[src/rtl/srfm_pkg.sv]
// ----------------------------------------------------------------------------
// srfm_pkg
// Shared types and constants for the SPI register frame master.
// ----------------------------------------------------------------------------
package srfm_pkg;

  // Width of the data word that follows the address byte (8 to 64).
  localparam int DATA_BITS  = 32;
  localparam int FRAME_BITS = 8 + DATA_BITS;
  localparam int BL_W       = $clog2(FRAME_BITS + 1);
  localparam int DIDX_W     = $clog2(DATA_BITS);

  localparam logic [15:0] HALF_PERIOD_RESET = 16'd100;

  typedef logic [DATA_BITS-1:0] data_t;

  typedef enum logic {
    CMD_START = 1'b0,
    CMD_TICK  = 1'b1
  } cmd_kind_t;

  // One classified request as it waits between the front and the back.
  typedef struct packed {
    cmd_kind_t   kind;
    logic [7:0]  addr_byte;
    data_t       data;
    logic        miso;
  } cmd_t;

  // One result as it waits at the output.
  typedef struct packed {
    logic        sck_level;
    logic        mosi_level;
    logic        chip_select_n;
    logic        busy_res;
    logic        frame_done;
    logic [31:0] read_word;
    logic        start_rejected;
  } res_t;

endpackage

[src/rtl/spi_register_frame_master_unit.sv]
// ----------------------------------------------------------------------------
// spi_register_frame_master_unit
// SPI mode 0 master running one address byte plus data word frame per start.
// ----------------------------------------------------------------------------
// Requests enter through a queue-like port: one is taken at each rising edge
// with push high and full low. A request is either a start (mode 0), which
// loads the address byte, with bit 7 set for reads, and the data word, or a
// tick (mode 1), which advances time by one step and carries the MISO level.
// Every request produces exactly one result, in order, holding the pin levels
// after that request plus the done, received word and rejection flags.
// Results wait on the output ports while empty is low and leave on pop.
// The half-period register is written over its own valid/ready channel; ready
// is always high, and a new value is used from the next tick on.
// A request is held in the request queue, then the engine handles it and
// writes its result into the result queue, from which it can be popped; one
// request per cycle is sustained while the consumer keeps popping: the engine
// handles any request combinationally, as the counter increment and
// compare plus the MOSI bit select are the deepest paths.
// When the consumer stops popping, the two-entry result queue fills, the
// engine stalls, then the two-entry request queue fills and full rises; no
// request or result is dropped. Reset returns both queues to empty, sets the
// half period to 100, SCK low, MOSI low and chip select high.
// ----------------------------------------------------------------------------
module spi_register_frame_master_unit (
  input  logic        clk,
  input  logic        rst,
  input  logic        push,
  output logic        full,
  input  logic        mode,
  input  logic [6:0]  reg_address,
  input  logic [31:0] write_data,
  input  logic        read_request,
  input  logic        miso_level,
  input  logic        pop,
  output logic        empty,
  output logic        sck_level,
  output logic        mosi_level,
  output logic        chip_select_n,
  output logic        busy_res,
  output logic        frame_done,
  output logic [31:0] read_word,
  output logic        start_rejected,
  input  logic        cfg_valid,
  output logic        cfg_ready,
  input  logic [15:0] half_period_ticks
);

  logic           cmd_valid;
  logic           cmd_take;
  srfm_pkg::cmd_t cmd;
  srfm_pkg::res_t res;

  // The register write is always taken in the cycle it is offered.
  assign cfg_ready = 1'b1;

  // Front: takes requests, decodes start or tick and queues them.
  srfm_front u_front (
    .clk          (clk),
    .rst          (rst),
    .push         (push),
    .full         (full),
    .mode         (mode),
    .reg_address  (reg_address),
    .write_data   (write_data),
    .read_request (read_request),
    .miso_level   (miso_level),
    .cmd_valid    (cmd_valid),
    .cmd          (cmd),
    .cmd_take     (cmd_take)
  );

  // Back: frame engine and result queue.
  srfm_back u_back (
    .clk               (clk),
    .rst               (rst),
    .cfg_valid         (cfg_valid && cfg_ready),
    .half_period_ticks (half_period_ticks),
    .cmd_valid         (cmd_valid),
    .cmd               (cmd),
    .cmd_take          (cmd_take),
    .res_pop           (pop),
    .res_empty         (empty),
    .res               (res)
  );

  // Result fields straight from the head of the result queue.
  assign sck_level      = res.sck_level;
  assign mosi_level     = res.mosi_level;
  assign chip_select_n  = res.chip_select_n;
  assign busy_res       = res.busy_res;
  assign frame_done     = res.frame_done;
  assign read_word      = res.read_word;
  assign start_rejected = res.start_rejected;

endmodule

[src/rtl/srfm_front.sv]
// ----------------------------------------------------------------------------
// srfm_front
// Accepts requests, classifies them and holds them in a two-entry queue.
// ----------------------------------------------------------------------------
module srfm_front (
  input  logic               clk,
  input  logic               rst,
  input  logic               push,
  output logic               full,
  input  logic               mode,
  input  logic [6:0]         reg_address,
  input  logic [31:0]        write_data,
  input  logic               read_request,
  input  logic               miso_level,
  output logic               cmd_valid,
  output srfm_pkg::cmd_t     cmd,
  input  logic               cmd_take
);

  srfm_pkg::cmd_t cmd_mem [2];
  srfm_pkg::cmd_t cmd_in;
  logic           wr_ptr;
  logic           rd_ptr;
  logic [1:0]     count;
  logic           do_push;
  logic           do_pop;

  // The address byte is built here so that the back only shifts it out.
  always_comb begin
    cmd_in.addr_byte = {read_request, reg_address};
    cmd_in.data      = srfm_pkg::data_t'(write_data);
    cmd_in.miso      = miso_level;
    unique case (mode)
      1'b0:    cmd_in.kind = srfm_pkg::CMD_START;
      default: cmd_in.kind = srfm_pkg::CMD_TICK;
    endcase
  end

  assign full      = (count == 2'd2);
  assign cmd_valid = (count != 2'd0);
  assign cmd       = cmd_mem[rd_ptr];
  assign do_push   = push && !full;
  assign do_pop    = cmd_take && cmd_valid;

  always_ff @(posedge clk) begin
    if (rst) begin
      wr_ptr <= 1'b0;
      rd_ptr <= 1'b0;
      count  <= 2'd0;
    end else begin
      if (do_push) begin
        wr_ptr <= ~wr_ptr;
      end
      if (do_pop) begin
        rd_ptr <= ~rd_ptr;
      end
      count <= count + {1'b0, do_push} - {1'b0, do_pop};
    end
  end

  always_ff @(posedge clk) begin
    if (do_push) begin
      cmd_mem[wr_ptr] <= cmd_in;
    end
  end

endmodule

[src/rtl/srfm_back.sv]
// ----------------------------------------------------------------------------
// srfm_back
// Frame engine: runs the SCK timing and shift registers, queues results.
// ----------------------------------------------------------------------------
module srfm_back (
  input  logic               clk,
  input  logic               rst,
  input  logic               cfg_valid,
  input  logic [15:0]        half_period_ticks,
  input  logic               cmd_valid,
  input  srfm_pkg::cmd_t     cmd,
  output logic               cmd_take,
  input  logic               res_pop,
  output logic               res_empty,
  output srfm_pkg::res_t     res
);

  logic [15:0]                 half_period;
  logic [7:0]                  tx_addr;
  srfm_pkg::data_t             tx_data;
  srfm_pkg::data_t             rx_data;
  logic [srfm_pkg::BL_W-1:0]   bits_left;
  logic [15:0]                 delay_count;
  logic                        clock_high;
  logic                        frame_active;

  logic [7:0]                  tx_addr_next;
  srfm_pkg::data_t             tx_data_next;
  srfm_pkg::data_t             rx_data_next;
  logic [srfm_pkg::BL_W-1:0]   bits_left_next;
  logic [15:0]                 delay_count_next;
  logic                        clock_high_next;
  logic                        frame_active_next;

  logic [15:0]                 hp;
  logic [16:0]                 count_inc;
  logic [srfm_pkg::BL_W-1:0]   bit_idx;
  logic [srfm_pkg::BL_W-1:0]   addr_idx;
  logic [63:0]                 rx_wide;
  logic                        mosi;
  logic                        done;
  logic                        rejected;
  srfm_pkg::res_t              res_in;

  srfm_pkg::res_t              res_mem [2];
  logic                        wr_ptr;
  logic                        rd_ptr;
  logic [1:0]                  res_count;
  logic                        do_pop;

  assign cmd_take = cmd_valid && (res_count != 2'd2);
  assign do_pop   = res_pop && !res_empty;

  always_comb begin
    hp        = (half_period == 16'd0) ? 16'd1 : half_period;
    count_inc = {1'b0, delay_count} + 17'd1;
    tx_addr_next      = tx_addr;
    tx_data_next      = tx_data;
    rx_data_next      = rx_data;
    bits_left_next    = bits_left;
    delay_count_next  = delay_count;
    clock_high_next   = clock_high;
    frame_active_next = frame_active;
    done              = 1'b0;
    rejected          = 1'b0;
    unique case (cmd.kind)
      srfm_pkg::CMD_START: begin
        if (frame_active) begin
          rejected = 1'b1;
        end else begin
          tx_addr_next      = cmd.addr_byte;
          tx_data_next      = cmd.data;
          rx_data_next      = '0;
          bits_left_next    = srfm_pkg::BL_W'(srfm_pkg::FRAME_BITS);
          delay_count_next  = 16'd0;
          clock_high_next   = 1'b0;
          frame_active_next = 1'b1;
        end
      end
      default: begin
        if (frame_active) begin
          if (count_inc >= {1'b0, hp}) begin
            delay_count_next = 16'd0;
            if (!clock_high) begin
              clock_high_next = 1'b1;
              if (bits_left <= srfm_pkg::BL_W'(srfm_pkg::DATA_BITS)) begin
                rx_data_next = {rx_data[srfm_pkg::DATA_BITS-2:0], cmd.miso};
              end
            end else begin
              clock_high_next = 1'b0;
              if (bits_left != '0) begin
                bits_left_next = bits_left - srfm_pkg::BL_W'(1);
              end
              if (bits_left_next == '0) begin
                frame_active_next = 1'b0;
                done              = 1'b1;
              end
            end
          end else begin
            delay_count_next = count_inc[15:0];
          end
        end
      end
    endcase
  end

  // MOSI follows the bit now in progress, taken from the state after the request.
  always_comb begin
    bit_idx  = bits_left_next - srfm_pkg::BL_W'(1);
    addr_idx = bit_idx - srfm_pkg::BL_W'(srfm_pkg::DATA_BITS);
    if (!frame_active_next || bits_left_next == '0) begin
      mosi = 1'b0;
    end else if (bit_idx >= srfm_pkg::BL_W'(srfm_pkg::DATA_BITS)) begin
      mosi = tx_addr_next[addr_idx[2:0]];
    end else begin
      mosi = tx_data_next[bit_idx[srfm_pkg::DIDX_W-1:0]];
    end
  end

  always_comb begin
    rx_wide               = 64'(rx_data);
    res_in.sck_level      = clock_high_next;
    res_in.mosi_level     = mosi;
    res_in.chip_select_n  = !frame_active_next;
    res_in.busy_res       = frame_active_next;
    res_in.frame_done     = done;
    res_in.read_word      = done ? rx_wide[31:0] : 32'd0;
    res_in.start_rejected = rejected;
  end

  always_ff @(posedge clk) begin
    if (rst) begin
      half_period  <= srfm_pkg::HALF_PERIOD_RESET;
      tx_addr      <= '0;
      tx_data      <= '0;
      rx_data      <= '0;
      bits_left    <= '0;
      delay_count  <= '0;
      clock_high   <= 1'b0;
      frame_active <= 1'b0;
    end else begin
      if (cfg_valid) begin
        half_period <= half_period_ticks;
      end
      if (cmd_take) begin
        tx_addr      <= tx_addr_next;
        tx_data      <= tx_data_next;
        rx_data      <= rx_data_next;
        bits_left    <= bits_left_next;
        delay_count  <= delay_count_next;
        clock_high   <= clock_high_next;
        frame_active <= frame_active_next;
      end
    end
  end

  // Two-entry result queue: the engine keeps going while one result waits.
  assign res_empty = (res_count == 2'd0);
  assign res       = res_mem[rd_ptr];

  always_ff @(posedge clk) begin
    if (rst) begin
      wr_ptr    <= 1'b0;
      rd_ptr    <= 1'b0;
      res_count <= 2'd0;
    end else begin
      if (cmd_take) begin
        wr_ptr <= ~wr_ptr;
      end
      if (do_pop) begin
        rd_ptr <= ~rd_ptr;
      end
      res_count <= res_count + {1'b0, cmd_take} - {1'b0, do_pop};
    end
  end

  always_ff @(posedge clk) begin
    if (cmd_take) begin
      res_mem[wr_ptr] <= res_in;
    end
  end

endmodule

[config.mk]
export PLATFORM = sky130hd
export DESIGN_NAME = spi_register_frame_master_unit
export DESIGN_NICKNAME = d
export VERILOG_FILES = /design/src/rtl/srfm_pkg.sv /design/src/rtl/spi_register_frame_master_unit.sv /design/src/rtl/srfm_front.sv /design/src/rtl/srfm_back.sv
export SDC_FILE = /design/constraint.sdc
export NUM_CORES = 1
export LEC_CHECK = 0
export BUFFER_PORTS_ARGS = -buffer_cell sky130_fd_sc_hd__buf_2
export CORE_MARGIN = 3
export CORE_UTILIZATION = 55
export CTS_BUF_LIST = sky130_fd_sc_hd__clkbuf_8 sky130_fd_sc_hd__clkbuf_16
export DETAILED_ROUTE_END_ITERATION = 16
export GPL_ROUTABILITY_DRIVEN = 0
export PLACE_DENSITY = 0.75
export SKIP_CTS_REPAIR_TIMING = 1
export SLEW_MARGIN = 20
export SYNTH_ARGS = -nofsm -noshare
export SYNTH_HDL_FRONTEND = slang
export SYNTH_HIERARCHICAL = 1
export SYNTH_SLANG_ARGS = --single-unit
[constraint.sdc]
create_clock -name clk -period 6.7 [get_ports clk]
set_input_delay 1.34 -clock clk [delete_from_list [all_inputs] [get_ports clk]]
set_output_delay 1.34 -clock clk [all_outputs]
set_load 0.02 [all_outputs]
==> results of run 1 <==
## how the worst min path moves through the flow
stage / endpoint / cells past startpoint
after detailed placement: u_back/rx_data[31] / 2
final: u_back/rx_data[31] / 2
after CTS: u_back/rx_data[31] / 2
after floorplan: u_back/rx_data[31] / 2
after global routing: u_back/tx_data[4] / 2
after global placement: u_back/rx_data[31] / 2
## power groups by stage
stage | logic [W] | registers, W | clock network [W]
after detailed placement | 0.00203 | 0.00239 | 0
after global placement | 0.00199 | 0.00237 | 0
after floorplan | 0.00156 | 0.00233 | 0
final | 0.00205 | 0.00235 | 0.00144
after CTS | 0.00205 | 0.00235 | 0.00147
after global routing | 0.00224 | 0.00239 | 0.00155
## area by class of cell
class                   count  area share [%]
flip-flops and latches    282            52.1
multi-input cells         687            33.7
clock buffers              35            5.73
repair buffers            113            4.37
well taps                 280            2.52
inverters                  38            1.03
clock inverters            16           0.549
## metal layers
| metal | vias to the layer above | share of wire [%] |
|---|---|---|
| li1 | 4031 | - |
| met1 | 3942 | 44 |
| met2 | 257 | 48 |
| met3 | 46 | 5.9 |
| met4 | 0 | 1.8 |
| met5 | - | 0 |
## worst max-delay path: stages, from the launching register on
cell       delay [ps]
dfxtp_1           400
and3_4            240
and3_2            190
and2_1            190
nand3_1           200
xnor2_1           180
ha_1              330
a21oi_1           130
a21boi_0          100
o31ai_1           400
o2111ai_2         350
a211oi_1          650
nor2_2            210
inv_1             110
ha_1              450
mux4_2            450
o21ai_1           100
a21boi_0          160
or4_1             410
a32oi_1           260
nor3_1             90
o32ai_1           310
## cell families (layout without fill, tap and decap cells)
group	Yosys count	in the layout	share of synthesized area, %
and+or+nand+nor	347	347	13.3
DFF	282	282	58.7
AOI/OAI and AO/OA	180	180	9.56
muxes	111	111	10.6
buffers and inverters	97	202	3.54
adders and majority gates	25	25	2.53
xor gates and xnor gates	23	23	1.78
other	1	1	0.0304
## cell usage in the layout, fill, tap and decap left out, drive strengths merged, types with 4 or more instances in the layout
cell type,netlist,final
ha,25,25
nand3,45,45
o211ai,7,7
edfxtp,160,160
clkbuf,48,35
nor3,12,12
inv,35,45
clkinv,3,9
buf,11,113
o21ai,14,14
a21oi,92,92
and3,6,6
dfxtp,122,122
nor2,70,70
or3,9,9
a2111oi,5,5
and2,34,34
mux2,83,83
xor2,8,8
nor4,7,7
nand4,6,6
xnor2,15,15
mux2i,21,21
mux4,7,7
a211oi,10,10
a22oi,15,15
a31oi,8,8
a21o,4,4
nand2,141,141
## cell usage after synthesis (8+ instances only)
master	count
nor3_1	12
mux2i_1	20
edfxtp_1	160
xnor2_1	15
a22oi_1	15
nand3_1	44
ha_1	25
and2_1	34
nor2_1	67
a211oi_1	10
inv_1	34
dfxtp_1	122
clkbuf_1	43
or3_1	8
mux2_2	83
nand2_1	140
o21ai_0	10
a21oi_1	92
## flip-flops by register name (all words and copies together) (netlist names), named ones only
signal               flops
u_back/frame_active      1
u_front/wr_ptr           1
u_back/res_mem          76
u_back/rx_data          32
u_front/cmd_mem         84
u_front/rd_ptr           1
u_back/tx_data          32
u_back/bits_left         6
u_back/wr_ptr            1
u_back/delay_count      16
u_back/rd_ptr            1
u_back/tx_addr           8
u_back/clock_high        1
u_back/res_count         2
u_front/count            2
u_back/half_period      16
## per-stage QoR
stage / worst slack [ps] / util (%) / cell area, µm² / hold slack (ps)
finish: 556 / 63.3 / 13900 / 450
global route: 198 / 63.3 / 13900 / 481
CTS: 667 / 63.3 / 13900 / 450
detailed placement: 748 / 59.3 / 13000 / 443
global placement: 943 / 59.2 / 13000 / 435
floorplan: 1640 / - / 12300 / 427
==> metrics.md, run 1 <==
| Metric | Value |
|---|---|
| Run status | `finished clean` |
| Register area share after synthesis | `58.7%` |
| Synth Warn # | `6` |
| Final setup viols | `0` |
| Crit Path Category | `reg2reg` |
| Capture point of the worst path | `u_back/res_mem[1][36]` |
| Gr usage total | `19.9%` |
| H-tree levels | `1` |
| Reg-to-reg endpoint | `u_back/res_mem[1][36]` |
| Row count | `54` |
| Post-synth top area cell | `edfxtp_1` |
| Worst-case clock buffer depth | `3` |
| Seq cells post-synth | `282` |
| Switching share of power | `34.9%` |
| Crit share post-route | `91.7%` |
| Largest net degree at the start of global routing | `90` |
| Worst Reg2Reg Path Length in Cells | `21` |
| Unrepaired setup endpoints after global routing | `no` |
| Slew at the pin closest to its max-slew limit | `994 ps` |
| DR iter-0 viols | `638` |
| Max_slew headroom | `33.5%` |
| Sequential cell area | `7250 µm²` |
| DR WL/cell | `16.7 µm` |
| Port bufs | `102` |
| Skew-Pair Late Insertion Delay | `540 ps` |
| Net Count, Synth | `1154` |
| Yosys top cell area share | `38.9%` |
| DIE AREA | `24300 µm²` |
| Number of diodes | `0` |
| Filler cells | `1699` |
| Max Cap Violations | `0` |
| Footprint of the multi-input gates | `4690 µm²` |
| Initial antenna violation count | `0` |
| Routed WL | `24.3 mm` |
| Worst-path clk slew | `60 ps` |
| Async SR Flop Fraction | `0%` |
| CTS root buf | `clkbuf_16` |
| Met3 usage in global routing | `3.44%` |
| Gate power share | `35.0%` |
| Power per cell area | `420 nW/µm²` |
| Crit path from | `u_back/delay_count[4]` |
| FF-to-FF Start | `u_back/delay_count[4]` |
| Min-delay src | `u_back/rx_data[31]` |
| Reg power frac | `40.3%` |
| Crit path required time | `7020 ps` |
| Element type at the critical path start | `register` |
| CTS tree | `done` |
| ANT nets after route | `0` |
| Post-synth cell types | `80` |
| Skew final | `10.3 ps` |
| GRT overflow | `0` |
| Int Power | `0.00380 W` |
| Drt pass-1 iters | `5` |
| IO Pins | `104` |
| Die height | `156 µm` |
| Busiest grt layer | `met2` |
| Synth Flop Type | `edfxtp_1` |
| First-pass GRT wire length | `40.1 mm` |
| Die X | `156 µm` |
| Count of clock tree sinks | `282` |
| VDD IR max | `0.220 mV` |
| Layout Nets | `1238` |
| CP arrival | `6470 ps` |
| Initial Util | `56.2%` |
| DR vias | `8276` |
| Clock power frac | `24.7%` |
| Fmax achieved | `163 MHz` |
| Leak | `5.09 nW` |
| Psw | `0.00204 W` |
| Core ar. | `22000 µm²` |
| Final cell count without fillers | `1451` |
| Detailed placement HPWL | `15.7 mm` |
| Residual DRC | `0` |
| Vias in the first global route | `8170` |
| PnR Total Power | `0.00584 W` |
| Reg2Reg Setup Slack | `560 ps` |
| Synth Instances | `1066` |
| Area contributors post-synth | `edfxtp_1, dfxtp_1, mux2_2, nand2_1, a21oi_1` |
| Met2 Use GR | `33.8%` |
| Setup_tns | `0 ps` |
| M1 GR Usage | `27.0%` |
| Mean post-synth cell area | `11.6 µm²` |
| Placed Instances | `1400` |
| Vias per cell | `5.70` |
| Max-slew violation count | `0` |
| CP endpoint kind | `register` |
| Number of synthesized flops with an enable pin | `160` |
| Synth Cell Area | `12300 µm²` |
| Final Hold Fails | `0` |
| Layout cells sized above 1 | `23.2%` |
| Peak fanout along the critical path | `15` |
| Path category of the worst min-delay check | `reg2reg` |
| TritonCTS Buffers | `28` |
| Final min period | `6140 ps` |
| Synth-to-layout area growth | `12.6%` |
(Power assumes the default switching activity.)
==> run 2, diff against run 1 <==
--- a/config.mk
+++ b/config.mk
@@ -5,7 +5,7 @@
 export SDC_FILE = /design/constraint.sdc
 export NUM_CORES = 1
 export LEC_CHECK = 0
-export BUFFER_PORTS_ARGS = -buffer_cell sky130_fd_sc_hd__buf_2
+export BUFFER_PORTS_ARGS = -buffer_cell sky130_fd_sc_hd__clkbuf_2
 export CORE_MARGIN = 3
 export CORE_UTILIZATION = 55
 export CTS_BUF_LIST = sky130_fd_sc_hd__clkbuf_8 sky130_fd_sc_hd__clkbuf_16
==> run 2 against run 1 <==
Sequential share of layout area fell by 0.21 points. Worst setup slack better by 14 ps. Global-route usage decreased by 0.30 points. Maximum frequency is 0.23% higher. Largest power group unchanged. Largest cell class unchanged. Final cell count up 0.21%. Non-clock buffer count did not move. Critical path depth stayed put.
==> metrics.md, run 2 (synthesis results as in run 1) <==
| Metric | Value |
|---|---|
| Run status | `finished clean (unchanged)` |
| Worst path max stage delay | `660 ps (was 650 ps)` |
| Skew-Pair Late Insertion Delay | `550 ps (was 540 ps)` |
| Gr usage total | `19.6% (was 19.9%)` |
| Final min period | `6130 ps (was 6140 ps)` |
| Detailed placement HPWL | `15.5 mm (was 15.7 mm)` |
| CTS tree | `done (unchanged)` |
| TritonCTS Buffers | `29 (was 28)` |
| Number of diodes | `0 (unchanged)` |
| Critical Path Slowest Stage Cell | `a211oi_1 (unchanged)` |
| Worst-case clock buffer depth | `3 (unchanged)` |
| Crit share post-route | `91.5% (was 91.7%)` |
| Max Cap Violations | `0 (unchanged)` |
| Layout cells sized above 1 | `23.6% (was 23.2%)` |
| Residual DRC | `0 (unchanged)` |
| Post-DP Area | `13000 µm² (unchanged)` |
| Port bufs | `102 (unchanged)` |
| ANT nets after route | `0 (unchanged)` |
| Leak | `5.12 nW (was 5.09 nW)` |
| H-tree levels | `1 (unchanged)` |
| Die X | `156 µm (unchanged)` |
| Power per cell area | `424 nW/µm² (was 420 nW/µm²)` |
| Skew final | `11.3 ps (was 10.3 ps)` |
| Core ar. | `22000 µm² (unchanged)` |
| DR iter-0 viols | `487 (was 638)` |
| Crit path required time | `7030 ps (was 7020 ps)` |
| Layout Nets | `1239 (was 1238)` |
| Hold slack | `451 ps (was 450 ps)` |
| Biggest regs | `u_front/cmd_mem x84, u_back/res_mem x76 (unchanged)` |
| Final setup viols | `0 (unchanged)` |
| GRT overflow | `0 (unchanged)` |
| CP endpoint kind | `register (unchanged)` |
| Element type at the critical path start | `register (unchanged)` |
| Peak fanout along the critical path | `15 (unchanged)` |
| PnR Total Power | `0.00593 W (was 0.00584 W)` |
| First-pass GRT wire length | `39.5 mm (was 40.1 mm)` |
| Worst-path clk slew | `60 ps (about the same)` |
| CTS root buf | `clkbuf_16 (unchanged)` |
| Setup_tns | `0 ps (unchanged)` |
| CP arrival | `6460 ps (was 6470 ps)` |
| Path category of the worst min-delay check | `reg2reg (unchanged)` |
| Die height | `156 µm (unchanged)` |
| Row count | `54 (unchanged)` |
| Unrepaired setup endpoints after global routing | `no (unchanged)` |
| DR vias | `8240 (was 8276)` |
| IO Pins | `104 (unchanged)` |
| Routed WL | `24.1 mm (was 24.3 mm)` |
| Commonest non-fill, non-tap cell in the layout | `edfxtp_1 (unchanged)` |
| Max_slew headroom | `32.6% (was 33.5%)` |
| Drt pass-1 iters | `5 (unchanged)` |
| Initial Util | `56.2% (unchanged)` |
| Crit path max-delay family | `compound AO/OA/AOI/OAI gates (unchanged)` |
| Final Hold Fails | `0 (unchanged)` |
| Synth-to-layout area growth | `13.1% (was 12.6%)` |
| Fmax achieved | `163 MHz (about the same)` |
| CP bufs+invs | `1 (unchanged)` |
| Worst-path cell chain | `and3_1 -> and3_2 -> and2_1 -> nand3_1 -> xnor2_1 -> ha_1 -> a21oi_1 -> a21boi_0 -> o31ai_1 -> o2111ai_2 -> a211oi_1 -> nor2_2 -> inv_1 -> ha_1 -> mux4_2 -> o21ai_1 -> a21boi_0 -> or4_1 -> a32oi_1 -> nor3_1 -> o32ai_1 (was and3_4 -> and3_2 -> and2_1 -> nand3_1 -> xnor2_1 -> ha_1 -> a21oi_1 -> a21boi_0 -> o31ai_1 -> o2111ai_2 -> a211oi_1 -> nor2_2 -> inv_1 -> ha_1 -> mux4_2 -> o21ai_1 -> a21boi_0 -> or4_1 -> a32oi_1 -> nor3_1 -> o32ai_1)` |
| Initial antenna violation count | `0 (unchanged)` |
| Most frequent cells in the layout | `edfxtp_1, nand2_1, dfxtp_1 (unchanged)` |
| DR WL/cell | `16.6 µm (was 16.7 µm)` |
| Crit Path Category | `reg2reg (unchanged)` |
| DIE AREA | `24300 µm² (unchanged)` |
| Vias in the first global route | `7970 (was 8170)` |
| Reg with most FFs | `u_front/cmd_mem (unchanged)` |
| VDD IR max | `0.256 mV (was 0.220 mV)` |
| Largest net degree at the start of global routing | `90 (unchanged)` |
| Max reg flops | `84 (unchanged)` |
| Fin area | `14000 µm² (was 13900 µm²)` |
| Vias per cell | `5.67 (was 5.70)` |
| Slew at the pin closest to its max-slew limit | `1010 ps (was 994 ps)` |
| Final cell count without fillers | `1454 (was 1451)` |
| Max-slew violation count | `0 (unchanged)` |
| Placed Instances | `1400 (unchanged)` |
| Count of clock tree sinks | `282 (unchanged)` |
## run 2: cell types whose count changed in the layout (fill, tap and decap cells not counted), sizes merged
cell	previous run	this run
buf	113	12
clkinv	9	12
clkbuf	35	136
clkinvlp	0	1
inv	45	43
bufinv	0	1
## run 2: power breakdown
group / total [W] / switching, W / internal, W
sequential: 0.00235 / 0.000144 / 0.00221
clock: 0.00153 / 0.000639 / 0.000891
combinational: 0.00204 / 0.00129 / 0.000758
## run 2: worst paths after layout
check / from / to / slack [ps] / cells past startpoint
setup reg to reg: u_back/delay_count[0] / u_back/res_mem[0][36] / 570 / 21
hold reg to reg: u_back/rx_data[31] / u_back/rx_data[31] / 450 / 2
setup / recovery: u_back/delay_count[0] / u_back/res_mem[0][36] / 570 / 21
hold / removal: u_back/rx_data[31] / u_back/rx_data[31] / 450 / 2
## run 2: worst min-delay path, stage by stage, from the launching register on
cell and delay (ps):
dfxtp_1 300, nand2_1 50, a21oi_1 50
## run 2: metrics by stage
| step | utilization, % | worst slack (ps) |
|---|---|---|
| after floorplan | - | 1640 |
| after global placement | 59.2 | 949 |
| after detailed placement | 59.3 | 724 |
| after CTS | 63.6 | 696 |
| after global routing | 63.6 | 136 |
| final | 63.6 | 570 |
## run 2: final cells by class
| type | instances | area [µm²] |
|---|---|---|
| timing repair buffer | 113 | 608 |
| multi-input combinational | 687 | 4690 |
| sequential | 282 | 7250 |
| fill | 1697 | 7990 |
| clock buffer | 35 | 808 |
| inverter | 38 | 143 |
| clock inverter | 19 | 121 |
| tap | 280 | 350 |
## run 2: metal layers
metal  wire length, µm  vias up  track usage, %
met4               485        0            4.67
met2             11500      242            33.4
met5                 0        -               0
li1                  -     4025               -
met3              1280       39            2.94
met1             10800     3934            26.8
